File: src/rtl/pdmc_pkg.sv
// Shared constants, types and codes of the distinct address counter.
package pdmc_pkg;

   localparam int DISTINCT_LIMIT = 4;
   localparam int WORD_W         = 64;
   localparam int PORT_W         = 9;
   localparam int OP_W           = 2;
   localparam int VERDICT_W      = 2;
   localparam int COUNT_W        = 3;
   localparam int CNT_W          = $clog2(DISTINCT_LIMIT + 1);
   localparam int COUNT_FIELD_MAX = 7;

   localparam logic [PORT_W-1:0] WATCHED_PORT_RESET = PORT_W'(1);

   typedef enum logic [OP_W-1:0] {
      OP_START = 2'd0,
      OP_ENTRY = 2'd1,
      OP_END   = 2'd2
   } op_type;

   localparam logic [VERDICT_W-1:0] VERDICT_NONE    = 2'd0;
   localparam logic [VERDICT_W-1:0] VERDICT_FOUND   = 2'd1;
   localparam logic [VERDICT_W-1:0] VERDICT_SWAPPED = 2'd2;

   typedef enum logic [1:0] {
      TOK_START  = 2'd0,
      TOK_INSERT = 2'd1,
      TOK_END    = 2'd2
   } tok_kind_type;

   // One item travelling down the row of cells. For an end item the word
   // field carries the first stored word and count the number of stored words.
   typedef struct packed {
      logic               valid;
      tok_kind_type       kind;
      logic [WORD_W-1:0]  word;
      logic [CNT_W-1:0]   count;
   } token_type;

endpackage

File: src/rtl/pdmc_if.sv
// Channel interfaces of the distinct address counter.
interface pdmc_req_if;
   logic                          valid;
   logic                          ready;
   logic [pdmc_pkg::OP_W-1:0]     operation;
   logic [pdmc_pkg::WORD_W-1:0]   mac_vid;
   logic                          entry_valid;
   logic [pdmc_pkg::PORT_W-1:0]   entry_port;

   modport source (output valid, operation, mac_vid, entry_valid, entry_port, input ready);
   modport sink   (input valid, operation, mac_vid, entry_valid, entry_port, output ready);
endinterface

interface pdmc_rsp_if;
   logic                           valid;
   logic                           ready;
   logic [pdmc_pkg::VERDICT_W-1:0] verdict;
   logic [pdmc_pkg::WORD_W-1:0]    first_entry;
   logic [pdmc_pkg::COUNT_W-1:0]   distinct_count;

   modport source (output valid, verdict, first_entry, distinct_count, input ready);
   modport sink   (input valid, verdict, first_entry, distinct_count, output ready);
endinterface

interface pdmc_csr_if;
   logic                         valid;
   logic                         ready;
   logic [pdmc_pkg::PORT_W-1:0]  watched_port;

   modport source (output valid, watched_port, input ready);
   modport sink   (input valid, watched_port, output ready);
endinterface

File: src/rtl/pdmc_cell.sv
// One cell of the row: holds one stored word and passes items to the next cell.
module pdmc_cell (
   input  logic                clock,
   input  logic                reset,
   input  logic                en,
   input  pdmc_pkg::token_type tok_in,
   output pdmc_pkg::token_type tok_out,
   output logic                occupied
);
   import pdmc_pkg::*;

   token_type          tok_ff, tok_in_nx;
   logic               occupied_ff, occupied_in;
   logic [WORD_W-1:0]  word_ff, word_in;

   always_comb begin
      tok_in_nx   = tok_in;
      occupied_in = occupied_ff;
      word_in     = word_ff;
      if (tok_in.valid) begin
         case (tok_in.kind)
            TOK_START: begin
               occupied_in = 1'b0;
            end
            TOK_INSERT: begin
               // A match drops the item; the first free cell takes it.
               if (occupied_ff) begin
                  if (word_ff == tok_in.word) begin
                     tok_in_nx.valid = 1'b0;
                  end
               end else begin
                  occupied_in     = 1'b1;
                  word_in         = tok_in.word;
                  tok_in_nx.valid = 1'b0;
               end
            end
            TOK_END: begin
               if (occupied_ff) begin
                  if (tok_in.count == '0) begin
                     tok_in_nx.word = word_ff;
                  end
                  tok_in_nx.count = tok_in.count + CNT_W'(1);
               end
            end
            default: begin
            end
         endcase
      end
   end

   always_ff @(posedge clock) begin
      if (reset) begin
         tok_ff.valid <= 1'b0;
         occupied_ff  <= 1'b0;
      end else if (en) begin
         tok_ff      <= tok_in_nx;
         occupied_ff <= occupied_in;
         word_ff     <= word_in;
      end
   end

   assign tok_out  = tok_ff;
   assign occupied = occupied_ff;

endmodule

File: src/rtl/port_distinct_mac_counter_top.sv
// Distinct address counter for one watched switch port: top level.
// Every item moves through DISTINCT_LIMIT cells, one cell per cycle while the row
// advances, and an end item then moves into the result register.
// Throughput is one item per cycle; the row stalls only while an end item waits
// at the last cell and the result register still holds an untaken result.
// Synchronous reset empties all cells, drops items in flight, sets watched_port to 1.
module port_distinct_mac_counter_top (
   input  logic clock,
   input  logic reset,
   pdmc_req_if.sink   req,
   pdmc_rsp_if.source rsp,
   pdmc_csr_if.sink   csr
);
   import pdmc_pkg::*;

   logic [PORT_W-1:0]          watched_port_ff;
   token_type                  head_tok;
   token_type                  chain [DISTINCT_LIMIT];
   logic [DISTINCT_LIMIT-1:0]  occ;
   token_type                  tail_tok;
   logic                       tail_end;
   logic                       advance;

   logic                  rsp_valid_ff;
   logic [VERDICT_W-1:0]  verdict_ff, verdict_in;
   logic [WORD_W-1:0]     first_ff;
   logic [COUNT_W-1:0]    count_ff, count_in;

   assign csr.ready = 1'b1;

   always_ff @(posedge clock) begin
      if (reset) begin
         watched_port_ff <= WATCHED_PORT_RESET;
      end else if (csr.valid) begin
         watched_port_ff <= csr.watched_port;
      end
   end

   // Entries that do not count become bubbles before entering the row.
   always_comb begin
      head_tok.valid = 1'b0;
      head_tok.kind  = TOK_START;
      head_tok.word  = req.mac_vid;
      head_tok.count = '0;
      if (req.valid) begin
         unique case (req.operation)
            OP_START: begin
               head_tok.valid = 1'b1;
               head_tok.kind  = TOK_START;
            end
            OP_ENTRY: begin
               head_tok.valid = req.entry_valid && (req.entry_port == watched_port_ff);
               head_tok.kind  = TOK_INSERT;
            end
            OP_END: begin
               head_tok.valid = 1'b1;
               head_tok.kind  = TOK_END;
               head_tok.word  = '0;
            end
            default: begin
            end
         endcase
      end
   end

   for (genvar k = 0; k < DISTINCT_LIMIT; k++) begin : g_cell
      if (k == 0) begin : g_head
         pdmc_cell u_cell (
            .clock    (clock),
            .reset    (reset),
            .en       (advance),
            .tok_in   (head_tok),
            .tok_out  (chain[k]),
            .occupied (occ[k])
         );
      end else begin : g_body
         pdmc_cell u_cell (
            .clock    (clock),
            .reset    (reset),
            .en       (advance),
            .tok_in   (chain[k-1]),
            .tok_out  (chain[k]),
            .occupied (occ[k])
         );
      end
   end

   assign tail_tok  = chain[DISTINCT_LIMIT-1];
   assign tail_end  = tail_tok.valid && (tail_tok.kind == TOK_END);
   assign advance   = !(tail_end && rsp_valid_ff && !rsp.ready);
   assign req.ready = advance;

   always_comb begin
      if (32'(tail_tok.count) >= DISTINCT_LIMIT) begin
         verdict_in = VERDICT_SWAPPED;
      end else if (tail_tok.count != '0) begin
         verdict_in = VERDICT_FOUND;
      end else begin
         verdict_in = VERDICT_NONE;
      end
      if (32'(tail_tok.count) > COUNT_FIELD_MAX) begin
         count_in = COUNT_W'(COUNT_FIELD_MAX);
      end else begin
         count_in = COUNT_W'(tail_tok.count);
      end
   end

   always_ff @(posedge clock) begin
      if (reset) begin
         rsp_valid_ff <= 1'b0;
      end else if (advance && tail_end) begin
         rsp_valid_ff <= 1'b1;
      end else if (rsp.ready) begin
         rsp_valid_ff <= 1'b0;
      end
   end

   always_ff @(posedge clock) begin
      if (advance && tail_end) begin
         verdict_ff <= verdict_in;
         first_ff   <= tail_tok.word;
         count_ff   <= count_in;
      end
   end

   assign rsp.valid          = rsp_valid_ff;
   assign rsp.verdict        = verdict_ff;
   assign rsp.first_entry    = first_ff;
   assign rsp.distinct_count = count_ff;

   // An insert item only leaves a cell that already holds a different word.
   for (genvar k = 0; k < DISTINCT_LIMIT; k++) begin : g_chk
      a_pass_full: assert property (@(posedge clock) disable iff (reset)
         (chain[k].valid && chain[k].kind == TOK_INSERT) |-> occ[k])
         else $error("insert item passed an empty cell");
   end

   a_none_empty: assert property (@(posedge clock) disable iff (reset)
      rsp.valid |-> ((rsp.verdict == VERDICT_NONE) == (rsp.distinct_count == '0)))
      else $error("verdict disagrees with distinct count");

   a_none_zero: assert property (@(posedge clock) disable iff (reset)
      (rsp.valid && rsp.verdict == VERDICT_NONE) |-> (rsp.first_entry == '0))
      else $error("empty verdict carries a nonzero word");

   a_stall_cause: assert property (@(posedge clock) disable iff (reset)
      !req.ready |-> (tail_end && rsp.valid))
      else $error("row stalled without a waiting end item");

endmodule
File: src/flat_wrapper.sv
// flat-port wrapper written by rule: the top's interface ports become plain ports
module port_distinct_mac_counter_top_flat import pdmc_pkg::*;
  (clock, reset, req_valid, req_operation, req_mac_vid, req_entry_valid, req_entry_port, req_ready, rsp_valid, rsp_verdict, rsp_first_entry, rsp_distinct_count, rsp_ready, csr_valid, csr_watched_port, csr_ready);
  pdmc_req_if req_i ();
  pdmc_rsp_if rsp_i ();
  pdmc_csr_if csr_i ();
  input  logic clock;
  input  logic reset;
  input wire logic [$bits(req_i.valid)-1:0] req_valid;
  input wire logic [$bits(req_i.operation)-1:0] req_operation;
  input wire logic [$bits(req_i.mac_vid)-1:0] req_mac_vid;
  input wire logic [$bits(req_i.entry_valid)-1:0] req_entry_valid;
  input wire logic [$bits(req_i.entry_port)-1:0] req_entry_port;
  output wire logic [$bits(req_i.ready)-1:0] req_ready;
  output wire logic [$bits(rsp_i.valid)-1:0] rsp_valid;
  output wire logic [$bits(rsp_i.verdict)-1:0] rsp_verdict;
  output wire logic [$bits(rsp_i.first_entry)-1:0] rsp_first_entry;
  output wire logic [$bits(rsp_i.distinct_count)-1:0] rsp_distinct_count;
  input wire logic [$bits(rsp_i.ready)-1:0] rsp_ready;
  input wire logic [$bits(csr_i.valid)-1:0] csr_valid;
  input wire logic [$bits(csr_i.watched_port)-1:0] csr_watched_port;
  output wire logic [$bits(csr_i.ready)-1:0] csr_ready;
  assign req_i.valid = req_valid;
  assign req_i.operation = req_operation;
  assign req_i.mac_vid = req_mac_vid;
  assign req_i.entry_valid = req_entry_valid;
  assign req_i.entry_port = req_entry_port;
  assign req_ready = req_i.ready;
  assign rsp_valid = rsp_i.valid;
  assign rsp_verdict = rsp_i.verdict;
  assign rsp_first_entry = rsp_i.first_entry;
  assign rsp_distinct_count = rsp_i.distinct_count;
  assign rsp_i.ready = rsp_ready;
  assign csr_i.valid = csr_valid;
  assign csr_i.watched_port = csr_watched_port;
  assign csr_ready = csr_i.ready;
  port_distinct_mac_counter_top u_core (.clock(clock), .reset(reset), .req(req_i), .rsp(rsp_i), .csr(csr_i));
endmodule
File: config.mk
export PLATFORM = sky130hd
export DESIGN_NAME = port_distinct_mac_counter_top_flat
export DESIGN_NICKNAME = d
export VERILOG_FILES = /design/src/rtl/pdmc_pkg.sv /design/src/rtl/pdmc_if.sv /design/src/rtl/pdmc_cell.sv /design/src/rtl/port_distinct_mac_counter_top.sv /design/src/flat_wrapper.sv
export SDC_FILE = /design/constraint.sdc
export NUM_CORES = 1
export LEC_CHECK = 0
export ABC_CLOCK_PERIOD_IN_PS = 31600
export BUFFER_PORTS_ARGS = -buffer_cell sky130_fd_sc_hd__buf_2
export CORE_AREA = 2 2 243 245
export CTS_CLUSTER_SIZE = 14
export DETAILED_ROUTE_END_ITERATION = 6
export DIE_AREA = 0 0 245 247
export GPL_ROUTABILITY_DRIVEN = 0
export GPL_TIMING_DRIVEN = 0
export HOLD_SLACK_MARGIN = 0.03
export PLACE_DENSITY = 0.65
export SETUP_SLACK_MARGIN = 0.4
export SLEW_MARGIN = 25
export SYNTH_ARGS = -nofsm -noshare
export SYNTH_HDL_FRONTEND = slang
export SYNTH_SLANG_ARGS = --single-unit
File: constraint.sdc
create_clock -name clock -period 31.6 [get_ports clock]
set_input_delay 1.58 -clock clock [delete_from_list [all_inputs] [get_ports clock]]
set_output_delay 1.58 -clock clock [all_outputs]
set_load 0.01 [all_outputs]
; Word-level counts from Yosys, hierarchy flattened
; Index checks and enable logic that the tools add are counted.
[word_totals]
register_bits = 619
in_bits = 90
out_inout_bits = 72
word_cells = 127
[op_classes]
add_sub_neg = 3
n_lt_le_gt_ge = 1
n_eq_ne = 16
n_mux = 41
n_bitwise = 6
reduce_logical = 31
[ops]
columns = operator, n
row1 = 67-bit two-way mux, 13
row2 = 64-bit equality test, 4
row3 = 64-bit two-way mux, 4
row4 = 5-bit AND reduction, 4
row5 = 1-bit two-way mux, 19
row6 = "2-bit equality test, second input constant", 6
row7 = 3-bit AND reduction, 4
row8 = "2-bit by 1-bit equality test with 1-bit output, second input constant", 5
row9 = 2-bit logical NOT, 5
row10 = 2-bit nonzero test, 5
row11 = "3-bit by 1-bit adder with 3-bit output, second input constant", 3
row12 = 9-bit equality test, 1
row13 = 3-bit logical NOT, 3
row14 = 3-bit one-hot mux with 3 select lines, 1
row15 = 1-bit one-hot mux with 2 select lines, 4
row16 = 1-bit inverter, 6
row17 = 1-bit logical AND, 5
row18 = 2-bit AND reduction, 2
row19 = "3-bit >= comparator, second input constant", 1
row20 = 3-bit nonzero test, 1
row21 = 1-bit logical NOT, 2

; Depth between registers and ports, before layout
; Gate-level depths: netlist (run 1).
[logic_depth]
word_depth = 9
ltp_mapped = 9
mapped_depth_nobuf = 8

; Hierarchy
; From an unflattened synthesis (run 1), not the netlist that was laid out.
[unflattened]
hier_cells = 1498
area_unflattened_um2 = 25843.5
[modules_own_cells]
columns = mod, n_inst, cells_per_inst, area_per_inst_um2
row1 = pdmc_cell, 4, 325, 5694.2
row2 = port_distinct_mac_counter_top, 1, 198, 3066.7

; Worst setup path after synthesis (run 1)
; No wires, ideal clock.
[synth_path]
kind = in2reg
startpoint = input port rsp_ready
endpoint = register u_core.g_cell[0].g_head.u_cell.word_ff[0] (enable)
setup_ps = 486
t_arrival_ps = 16585
required_time_ps = 31114
path_slack_ps = 14529
stages = 5
path_buffers = 0
path_cell_list = nand2b_1 > nor2_1 > nor2_1 > nand3b_1 > nor2_1
[synth_via]
elab_chain_len = 4
[synth_rtl]
columns = element, line
row1 = "start, declared", flat_wrapper.sv:19  ; input wire logic [$bits(rsp_i.ready)-1:0] rsp_ready;
row2 = 1-bit logical NOT, port_distinct_mac_counter_top.sv:90  ; assign advance = !(tail_end && rsp_valid_ff && !rsp.ready);
row3 = 1-bit logical AND, port_distinct_mac_counter_top.sv:90
row4 = 1-bit inverter (no source line), -
row5 = 5-bit AND reduction (no source line), -
row6 = "end signal, assigned", pdmc_cell.sv:58  ; word_ff <= word_in;
row7 = "end, declared", pdmc_cell.sv:14  ; logic [WORD_W-1:0] word_ff, word_in;
; No other way between the ends.
; A chain may end at the register's enable or synchronous reset.

; Worst setup path in the final report (run 1)
[layout_path]
startpoint = input port rsp_ready
endpoint = output port req_ready
[layout_via]
elab_chain_len = 3
[layout_rtl]
columns = element, line
row1 = 1-bit logical NOT, port_distinct_mac_counter_top.sv:90
row2 = 1-bit logical AND, port_distinct_mac_counter_top.sv:90
row3 = 1-bit logical NOT, port_distinct_mac_counter_top.sv:90
row4 = "end, declared", flat_wrapper.sv:14  ; output wire logic [$bits(req_i.ready)-1:0] req_ready;
; No other way between the ends.

==> results.ini, run 1 <==
[outcome]
status = finished, final reports clean

[logic_synthesis]
yosysSeqAreaShare = 0.7114
postSynthAreaPerCell_um2 = 16.58
mappedNetlistArea_mm2 = 0.02575
synthCells = 1553
synth-seq-cells = 616
ys_types = 41
syn_nets = 1647
synth_warnings = 0

[detailed_routing]
num_vias = 13869
wl_per_cell_um = 21.15
viasPerCell = 5.287
routed_wirelength_mm = 55.49
drcViolationCount = 0
dr.pass1.iters = 5
drtAntennaViolNets = 0
drtIter0Drc = 997

[sta]
tightest_slew_ns = 0.8669
finalCriticalPeriod_ns = 4.644
slew_viol_final = 0
fmax_ghz = 0.2153
final-hold-violation-count = 0
finalSetupViolations = 0
slew_headroom = 0.4168
fin_tns_setup_ns = 0
skew_ns = 0.01936
hold_slack_ns = 0.4124
fin_crit_sh = 0.1470
rsz0062_at_grt = no

[critical_path]
max_stage_delay_ns = 0.54
slowest_stage = nor2_1
crit_top_cell = buf_2
startpoint_type = primary input
worst-setup-path-type = in -> out
worstPathCellList = buf_2 > nand2b_1 > nor2_1 > inv_1 > clkbuf_1 > buf_2
cp.arrival_ns = 3.06
cp-end-kind = primary output
cp_data_required_time_ns = 30.02
crit_fanout = 10

[die]
pin_count = 162
core_area_mm2 = 0.05824
dieArea_mm2 = 0.06052
die-height_um = 247
rows = 89
die_x_um = 245
initial_core_util = 0.4421

[power_and_ir_drop]
p_per_area_mw_per_mm2 = 59.84
ir_worst_vdd_v = 0.00003547
power.leakage_uw = 0.01028
power_uw = 1805

[clocking]
clock_latency_ns = 0.59
numCtsBuffers = 66
clockBufferDepth = 3
cts_sinks = 616
postCtsSetupBuffers = 0
cts-root-buf = clkbuf_16
cts_tree = built
path_clk_slew_ns = 0.06
cts_hold_buf = 0
htreeDepth = 3
cts-resized-gates = 0

[global_route]
antenna_found_initial = 1
grt_pass1_wl_mm = 83.20
grt_overflow = 0
grt_pass1_vias = 13795
met3_usage = 0.03256
grt_use_met1 = 0.2404
grt_max_degree = 47
grt_use_total = 0.1846
grt-busiest-layer = met2
met2_usage = 0.3060

[placement]
placed_area_mm2 = 0.02797
dpl.hpwl_mm = 40.10
portBuffers = 159

[final_layout]
finish.instance_area_mm2 = 0.03016
layout_common_cells = 598 x edfxtp_1, 197 x xnor2_1, 193 x mux2_2
area_delta_synth_final_pct = 17.13
drive_above_1_share = 0.2630
fin_nets = 1893
final_common_cell = edfxtp_1

[run]
drv_cap = 0

[min_path]
hp-class = reg -> reg

power by group:
group | total (uW) | internal [uW] | switching (uW)
Combinational | 81.9 | 39.4 | 42.5
Clock | 780 | 469 | 311
Sequential | 943 | 924 | 18.9
through the flow:
stage               setup WS (ns)  instances  utilization
floorplan                   14.53       1553            -
global placement            8.357       2485       0.4724
detailed placement          26.85       2504       0.4802
CTS                         27.00       2621       0.5178
global route                26.91       2622       0.5178
finish                      26.96       2623       0.5179
worst max-delay path, delay by kind of cell:
| kind | cells | cell delay [ns] |
|---|---|---|
| buf+inv | 4 | 0.77 |
| simple gates | 2 | 0.71 |
cells in the mapped netlist:
| cell | number | area, um^2 |
|---|---|---|
| a211o_1 | 3 | 26.28 |
| inv_1 | 9 | 33.78 |
| xor2_1 | 41 | 359.1 |
| a21o_1 | 64 | 480.5 |
| nand3b_4 | 1 | 20.02 |
| or4_1 | 2 | 15.01 |
| clkbuf_1 | 32 | 120.1 |
| nor2_1 | 79 | 296.5 |
| and4b_1 | 3 | 30.03 |
| and2_1 | 66 | 412.9 |
| o22ai_1 | 1 | 6.260 |
| and4_1 | 1 | 8.760 |
| nor2b_1 | 5 | 31.28 |
| a31oi_1 | 31 | 193.9 |
| nand2_1 | 13 | 48.80 |
| nand4b_1 | 1 | 8.760 |
| xnor2_1 | 197 | 1725 |
| o32ai_2 | 2 | 32.53 |
| buf_2 | 4 | 20.02 |
| ha_1 | 4 | 50.05 |
| o31a_1 | 1 | 8.760 |
| buf_1 | 7 | 26.28 |
| conb_1 | 1 | 3.750 |
| o21ai_0 | 6 | 30.03 |
| nand3_1 | 7 | 35.03 |
| dfxtp_1 | 18 | 360.4 |
| nor3b_1 | 2 | 15.01 |
| nand2b_1 | 2 | 12.51 |
| buf_4 | 2 | 15.01 |
| nand4_1 | 53 | 331.6 |
| nand3b_1 | 3 | 22.52 |
| o32ai_1 | 27 | 236.5 |
| nor4bb_1 | 31 | 310.3 |
| buf_6 | 1 | 11.26 |
| mux2_2 | 193 | 2173 |
| a21oi_1 | 11 | 55.05 |
| edfxtp_1 | 598 | 17960 |
| mux2i_1 | 8 | 80.08 |
| and3_1 | 1 | 6.260 |
| inv_4 | 1 | 6.260 |
| nor4_1 | 21 | 131.4 |
sequential cells by signal, indices dropped and copies added, names as in the netlist, 3 cells and up:
register                              cells
u_core.rsp.first_entry                   64
u_core.g_cell.g_head.u_cell.tok_out      68
u_core.watched_port_ff                    9
u_core.g_cell.g_head.u_cell.word_ff      64
u_core.g_cell.g_body.u_cell.occupied      3
u_core.g_cell.g_body.u_cell.word_ff     192
u_core.g_cell.g_body.u_cell.tok_out     209
u_core.rsp.distinct_count                 3
logic make-up (layout without fill, tap and decap cells):
family,after synthesis,in the layout,share of synthesized area
flops,616,616,0.7114
simple gates,291,291,0.06745
xor+xnor,238,238,0.08096
mux,201,201,0.08752
compound gates,146,146,0.04155
buf+inv,56,351,0.009039
fa+ha+maj,4,4,0.001944
other cells,1,3,0.0001456
area by class of cell:
cell class | count | area, um^2
diodes | 2 | 5.005
plain buffers | 46 | 192.7
clock buffers | 78 | 1739
clock inverters | 39 | 450.4
fillers | 4726 | 28080
inverters | 10 | 40.04
multi-input cells | 881 | 7232
flip-flops and latches | 616 | 18320
well taps | 773 | 967.2
repair buffers | 178 | 1216
path summary, 6_finish.rpt:
kind | startpoint | end | slack (ns) | cells past startpoint
worst max-delay path | rsp_ready | req_ready | 26.96 | 6
worst min-delay path | u_core.g_cell[3].g_body.u_cell.tok_out[36] | u_core.rsp.first_entry[33] | 0.41 | 0
worst max register to register | u_core.g_cell[2].g_body.u_cell.tok_out[67] | u_core.g_cell[3].g_body.u_cell.tok_out[13] | 28.67 | 5
worst min register to register | u_core.g_cell[3].g_body.u_cell.tok_out[36] | u_core.rsp.first_entry[33] | 0.41 | 0
metal layers:
| layer | vias up | wire length [um] |
|---|---|---|
| met1 | 6841 | 23800 |
| met4 | 0 | 1777 |
| met3 | 92 | 2948 |
| li1 | 6513 | - |
| met5 | - | 0 |
| met2 | 423 | 26960 |
Power figures use the tool's default switching activity.
==> run 2, diff against run 1 <==
ABC_CLOCK_PERIOD_IN_PS = 3800   (was 31600)
PLACE_DENSITY = 0.67   (was 0.65)
clock period = 3.8 ns   (was 31.6 ns; I/O delays follow)
==> results.ini, run 2 (same netlist as run 1, synthesis figures left out) <==
[die]
die-height_um = 247  ; unchanged
dieArea_mm2 = 0.06052  ; unchanged
initial_core_util = 0.4421  ; unchanged
die_x_um = 245  ; unchanged
rows = 89  ; unchanged
core_area_mm2 = 0.05824  ; unchanged
pin_count = 162  ; unchanged

[critical_path]
path_delay_family = buffers and inverters  ; unchanged
worst-setup-path-type = reg -> reg  ; was in -> out
cp.arrival_ns = 3.63  ; was 3.06 ns
worst-path-buf-inv = 2  ; was 4
startpoint_type = flip-flop  ; was primary input
slowest_stage = clkbuf_1  ; was nor2_1
cp_data_required_time_ns = 4.16  ; was 30.02 ns
crit_top_cell = clkbuf_1  ; was buf_2
max_stage_delay_ns = 0.63  ; was 0.54 ns
crit_fanout = 10  ; unchanged
worstPathCellList = nand4b_1 > nor3b_1 > clkbuf_1 > clkbuf_1 > mux2_2  ; was buf_2 > nand2b_1 > nor2_1 > inv_1 > clkbuf_1 > buf_2
cp-end-kind = flip-flop  ; was primary output

[power_and_ir_drop]
power.leakage_uw = 0.01054  ; was 0.01028 uW
ir_worst_vdd_v = 0.0003438  ; was 0.00003547 V
p_per_area_mw_per_mm2 = 473.3  ; was 59.84 mW/mm^2

[global_route]
grt_overflow = 0  ; unchanged
grt_pass1_wl_mm = 84.52  ; was 83.20 mm
grt_use_total = 0.1848  ; was 0.1846
antenna_found_initial = 0  ; was 1
grt_pass1_vias = 14298  ; was 13,795
grt_max_degree = 37  ; was 47

[clocking]
numCtsBuffers = 61  ; was 66
clock_latency_ns = 0.62  ; was 0.59 ns
cts-root-buf = clkbuf_16  ; unchanged
htreeDepth = 2  ; was 3
cts_tree = built  ; unchanged
cts_sinks = 616  ; unchanged
clockBufferDepth = 3  ; unchanged
path_clk_slew_ns = 0.06  ; about the same
cts-resized-gates = 0  ; unchanged

[final_layout]
antenna_cells = 0  ; was 2
layout_common_cells = 598 x edfxtp_1, 197 x xnor2_1, 193 x mux2_2  ; unchanged
multi_input_area_mm2 = 0.007234  ; was 0.007232 mm^2
area_delta_synth_final_pct = 19.60  ; was 17.13%
drive_above_1_share = 0.2478  ; was 0.2630
regArea_mm2 = 0.01832  ; unchanged
fin_nets = 1968  ; was 1,893
fillers = 4683  ; was 4,726
stdcell_count = 2698  ; was 2,623
largest_reg_flops = 209  ; unchanged
final_common_cell = edfxtp_1  ; unchanged

[sta]
finalSetupViolations = 0  ; unchanged
fmax_ghz = 0.3055
hold_slack_ns = 0.1041  ; was 0.4124 ns
fin_crit_sh = 0.8615
tightest_slew_ns = 0.7890  ; was 0.8669 ns
final-hold-violation-count = 0  ; unchanged
slew_viol_final = 0  ; unchanged
slew_headroom = 0.4721  ; was 0.4168
rsz0062_at_grt = no  ; unchanged
finalCriticalPeriod_ns = 3.274
skew_ns = 0.01883  ; was 0.01936 ns

[detailed_routing]
drcViolationCount = 0  ; unchanged
dr.pass1.iters = 5  ; unchanged
num_vias = 14114  ; was 13,869
wl_per_cell_um = 20.55  ; was 21.15 um
drtAntennaViolNets = 0  ; unchanged
viasPerCell = 5.231  ; was 5.287
routed_wirelength_mm = 55.45  ; was 55.49 mm
drtIter0Drc = 1156  ; was 997

[outcome]
status = finished, final reports clean  ; unchanged

[placement]
portBuffers = 159  ; unchanged
dp.cells = 2504  ; unchanged
dpl.hpwl_mm = 40.05  ; was 40.10 mm

[run]
drv_cap = 0  ; unchanged

[min_path]
hp-class = in -> reg  ; was reg -> reg

## run 2: changes by cell type in the layout (fill, tap and decap cells not counted), moves of 2 or more
cell	change
dlygate4sd3_1	+80
clkbuf_16	-6
clkinv_1	+5
inv_6	-3
buf_16	+2
bufinv_16	-2
clkbuf_1	+2
clkbuf_8	+2
diode_2	-2
## run 2: through the flow
stage                       util   TNS, ns  instance area (um^2)  power [uW]  setup slack [ns]
after floorplan                -  -1077.27                 25770        8353            -2.791
after global placement    0.4727  -2094.78                 27530        8631            -4.936
after detailed placement  0.4806         0                 27990        8662            0.5253
after CTS                 0.5288         0                 30790       14730            0.4970
after global routing      0.5288         0                 30790       15030            0.4533
final                     0.5288         0                 30790       14580            0.5263
## run 2: final timing paths
| kind | startpoint | to | slack, ns | cells past startpoint |
|---|---|---|---|---|
| max | u_core.g_cell[2].g_body.u_cell.tok_out[67] | u_core.g_cell[3].g_body.u_cell.tok_out[20] | 0.53 | 5 |
| min | req_entry_valid | u_core.g_cell[0].g_head.u_cell.word_ff[47] | 0.10 | 3 |
| max reg2reg | u_core.g_cell[2].g_body.u_cell.tok_out[67] | u_core.g_cell[3].g_body.u_cell.tok_out[20] | 0.53 | 5 |
| min reg2reg | u_core.g_cell[3].g_body.u_cell.tok_out[15] | u_core.rsp.first_entry[12] | 0.41 | 0 |
## run 2: tightest hold or removal path, cell delays in order
cell,delay (ns)
buf_2,0.10
nand4_1,0.15
nor2_4,0.11
## run 2: repair_timing
item                                   in CTS  in global routing
setup buffers                               0                  0
hold buffers                               80                  0
endpoints found under the hold margin     129                  0
## run 2: metal layers
| layer | track usage | vias up | wire, um |
|---|---|---|---|
| met2 | 0.3166 | 404 | 27470 |
| met5 | 0 | - | 0 |
| met3 | 0.02833 | 85 | 2343 |
| met1 | 0.2435 | 6966 | 24230 |
| met4 | 0.05524 | 0 | 1396 |
| li1 | - | 6659 | - |
## run 2: final cells by class
class / instances / share of cell area
Timing Repair Buffer: 258 / 0.06615
Inverter: 10 / 0.001300
Buffer: 46 / 0.006257
Clock inverter: 38 / 0.01239
Multi-Input combinational cell: 881 / 0.2349
Sequential cell: 616 / 0.5948
Clock buffer: 76 / 0.05274
Tap cell: 773 / 0.03141
## run 2: power by group
group | switching (uW) | internal, uW
combinational | 368 | 381
sequential | 157 | 7680
clock | 2490 | 3500
total | 3010 | 11600
==> run 3, diff against run 2 <==
CORE_AREA = 2 2 173 344   (was 2 2 243 245)
DIE_AREA = 0 0 175 346   (was 0 0 245 247)
==> results.ini, run 3 (same netlist as run 1, synthesis figures left out) <==
[global_route]
grt_overflow = 0  ; unchanged
grt_max_degree = 47  ; was 37
grt_use_total = 0.1858  ; was 0.1848
antenna_found_initial = 0  ; unchanged
grt_pass1_wl_mm = 85.92  ; was 84.52 mm
grt_pass1_vias = 14714  ; was 14,298

[clocking]
cts_hold_buf = 78  ; was 80
htreeDepth = 2  ; unchanged
cts-resized-gates = 0  ; unchanged
clock_latency_ns = 0.59  ; was 0.62 ns
cts_sinks = 616  ; unchanged
numCtsBuffers = 54  ; was 61
postCtsSetupBuffers = 0  ; unchanged
cts_tree = built  ; unchanged
cts-root-buf = clkbuf_16  ; unchanged
path_clk_slew_ns = 0.06  ; about the same
clockBufferDepth = 3  ; unchanged

[min_path]
holdCritStartpoint = req_valid  ; was req_entry_valid
worstHoldPathCells = 4  ; was 3
hp-class = in -> reg  ; unchanged
min_to = u_core.g_cell[0].g_head.u_cell.occupied  ; was u_core.g_cell[0].g_head.u_cell.word_ff[47]

[detailed_routing]
routed.top_layer = met4  ; unchanged
routed_wirelength_mm = 56.33  ; was 55.45 mm
drtAntennaViolNets = 0  ; unchanged
drtIter0Drc = 643  ; was 1,156
viasPerCell = 5.265  ; was 5.231
num_vias = 13994  ; was 14,114
dr_wl_met2_mm = 31.23  ; was 27.47 mm
wl_met3_mm = 1.701  ; was 2.343 mm
wl_per_cell_um = 21.19  ; was 20.55 um
drcViolationCount = 0  ; unchanged
met1_length_mm = 20.04  ; was 24.23 mm
dr.pass1.iters = 5  ; unchanged

[die]
initial_core_util = 0.4438  ; was 0.4421
core_area_mm2 = 0.05802  ; was 0.05824 mm^2
rows = 125  ; was 89
die_x_um = 175  ; was 245 um
die-height_um = 346  ; was 247 um
pin_count = 162  ; unchanged
dieArea_mm2 = 0.06055  ; was 0.06052 mm^2

[sta]
tightest_slew_ns = 0.9513  ; was 0.7890 ns
finalSetupViolations = 0  ; unchanged
fmax_ghz = 0.3253  ; was 0.3055 GHz
skew_ns = 0.01695  ; was 0.01883 ns
final-hold-violation-count = 0  ; unchanged
slew_viol_final = 0  ; unchanged
fin_crit_sh = 0.8090  ; was 0.8615
finalCriticalPeriod_ns = 3.074  ; was 3.274 ns
slew_headroom = 0.3634  ; was 0.4721
rsz0062_at_grt = no  ; unchanged

[critical_path]
cp-end-kind = flip-flop  ; unchanged
cp_data_required_time_ns = 4.23  ; was 4.16 ns
rr_worst_depth = 7  ; was 5
worst-setup-path-type = reg -> reg  ; unchanged
reg2reg_to = u_core.g_cell[0].g_head.u_cell.tok_out[69]  ; was u_core.g_cell[3].g_body.u_cell.tok_out[20]
rrSetupSlack_ns = 0.73  ; was 0.53 ns
crit_fanout = 4  ; was 10
r2r_start = u_core.g_cell[0].g_head.u_cell.word_ff[32]  ; was u_core.g_cell[2].g_body.u_cell.tok_out[67]
startpoint_type = flip-flop  ; unchanged
startpoint = u_core.g_cell[0].g_head.u_cell.word_ff[32]  ; was u_core.g_cell[2].g_body.u_cell.tok_out[67]
cp.arrival_ns = 3.51  ; was 3.63 ns

[final_layout]
stdcell_count = 2658  ; was 2,698
area_delta_synth_final_pct = 17.74  ; was 19.60%
fin_nets = 1957  ; was 1,968
antenna_cells = 0  ; unchanged
largest_reg_flops = 209  ; unchanged
drive_above_1_share = 0.2379  ; was 0.2478
final_util = 0.5225  ; was 0.5288
final_common_cell = edfxtp_1  ; unchanged
layout_common_cells = 598 x edfxtp_1, 197 x xnor2_1, 193 x mux2_2  ; unchanged

[outcome]
status = finished, final reports clean  ; unchanged

[placement]
portBuffers = 159  ; unchanged
dpl.hpwl_mm = 42.04  ; was 40.05 mm
dp.cells = 2491  ; was 2,504

[run]
drv_cap = 0  ; unchanged

[power_and_ir_drop]
power.leakage_uw = 0.01033  ; was 0.01054 uW
p_per_area_mw_per_mm2 = 453.7  ; was 473.3 mW/mm^2
ir_worst_vdd_v = 0.0003330  ; was 0.0003438 V

-- run 3: stage by stage --
step	setup TNS (ns)	setup WS, ns	hold slack (ns)	instance area [um^2]	power [uW]
2_1_floorplan	-1077.27	-2.791	0.3124	25770	8353
3_3_place_gp	-2028.07	-4.834	0.4008	27520	8623
3_5_place_dp	-0.02233	-0.02233	0.4045	27920	8657
4_1_cts	0	0.5705	0.04937	30320	13880
5_1_grt	0	0.5884	0.1144	30320	14160
6_report	0	0.7257	0.07515	30320	13750
-- run 3: final cells by class --
cell class	instances	area, um^2
Timing Repair Buffer	254	1962
Tap cell	762	953.4
Clock buffer	70	1475
Sequential cell	616	18320
Inverter	10	40.04
Clock inverter	19	140.1
Fill cell	4708	27710
Buffer	46	192.7
Multi-Input combinational cell	881	7234
-- run 3: worst max-delay path by stage --
stage	endpoint	slack, ns	cells past startpoint
2_1_floorplan	u_core.g_cell[1].g_body.u_cell.word_ff[0]	-2.79	4
3_3_place_gp	u_core.g_cell[0].g_head.u_cell.word_ff[49]	-4.83	5
3_5_place_dp	u_core.g_cell[0].g_head.u_cell.tok_out[69]	-0.02	10
4_1_cts	u_core.g_cell[0].g_head.u_cell.tok_out[69]	0.57	7
5_1_grt	u_core.g_cell[0].g_head.u_cell.tok_out[69]	0.59	7
6_report	u_core.g_cell[0].g_head.u_cell.tok_out[69]	0.73	7
-- run 3: per-layer routing --
layer,global-route usage,vias to the layer above
met1,0.1921,6888
met5,0,-
met4,0.1061,0
li1,-,6589
met2,0.3576,388
met3,0.01921,129
-- run 3: report_power, final --
part           switching (uW)  total (uW)  internal (uW)
clock network            2330        5180           2850
registers                 151        7830           7680
logic                     366         742            377
-- run 3: worst max-delay path, stage by stage (launching register included) --
cell and delay [ns]:
edfxtp_1 0.44, nor4bb_1 0.28, a31oi_1 0.06, o32ai_1 0.38, nand4_1 0.22, or4_1 0.60
nor4_1 0.74, o22ai_1 0.18
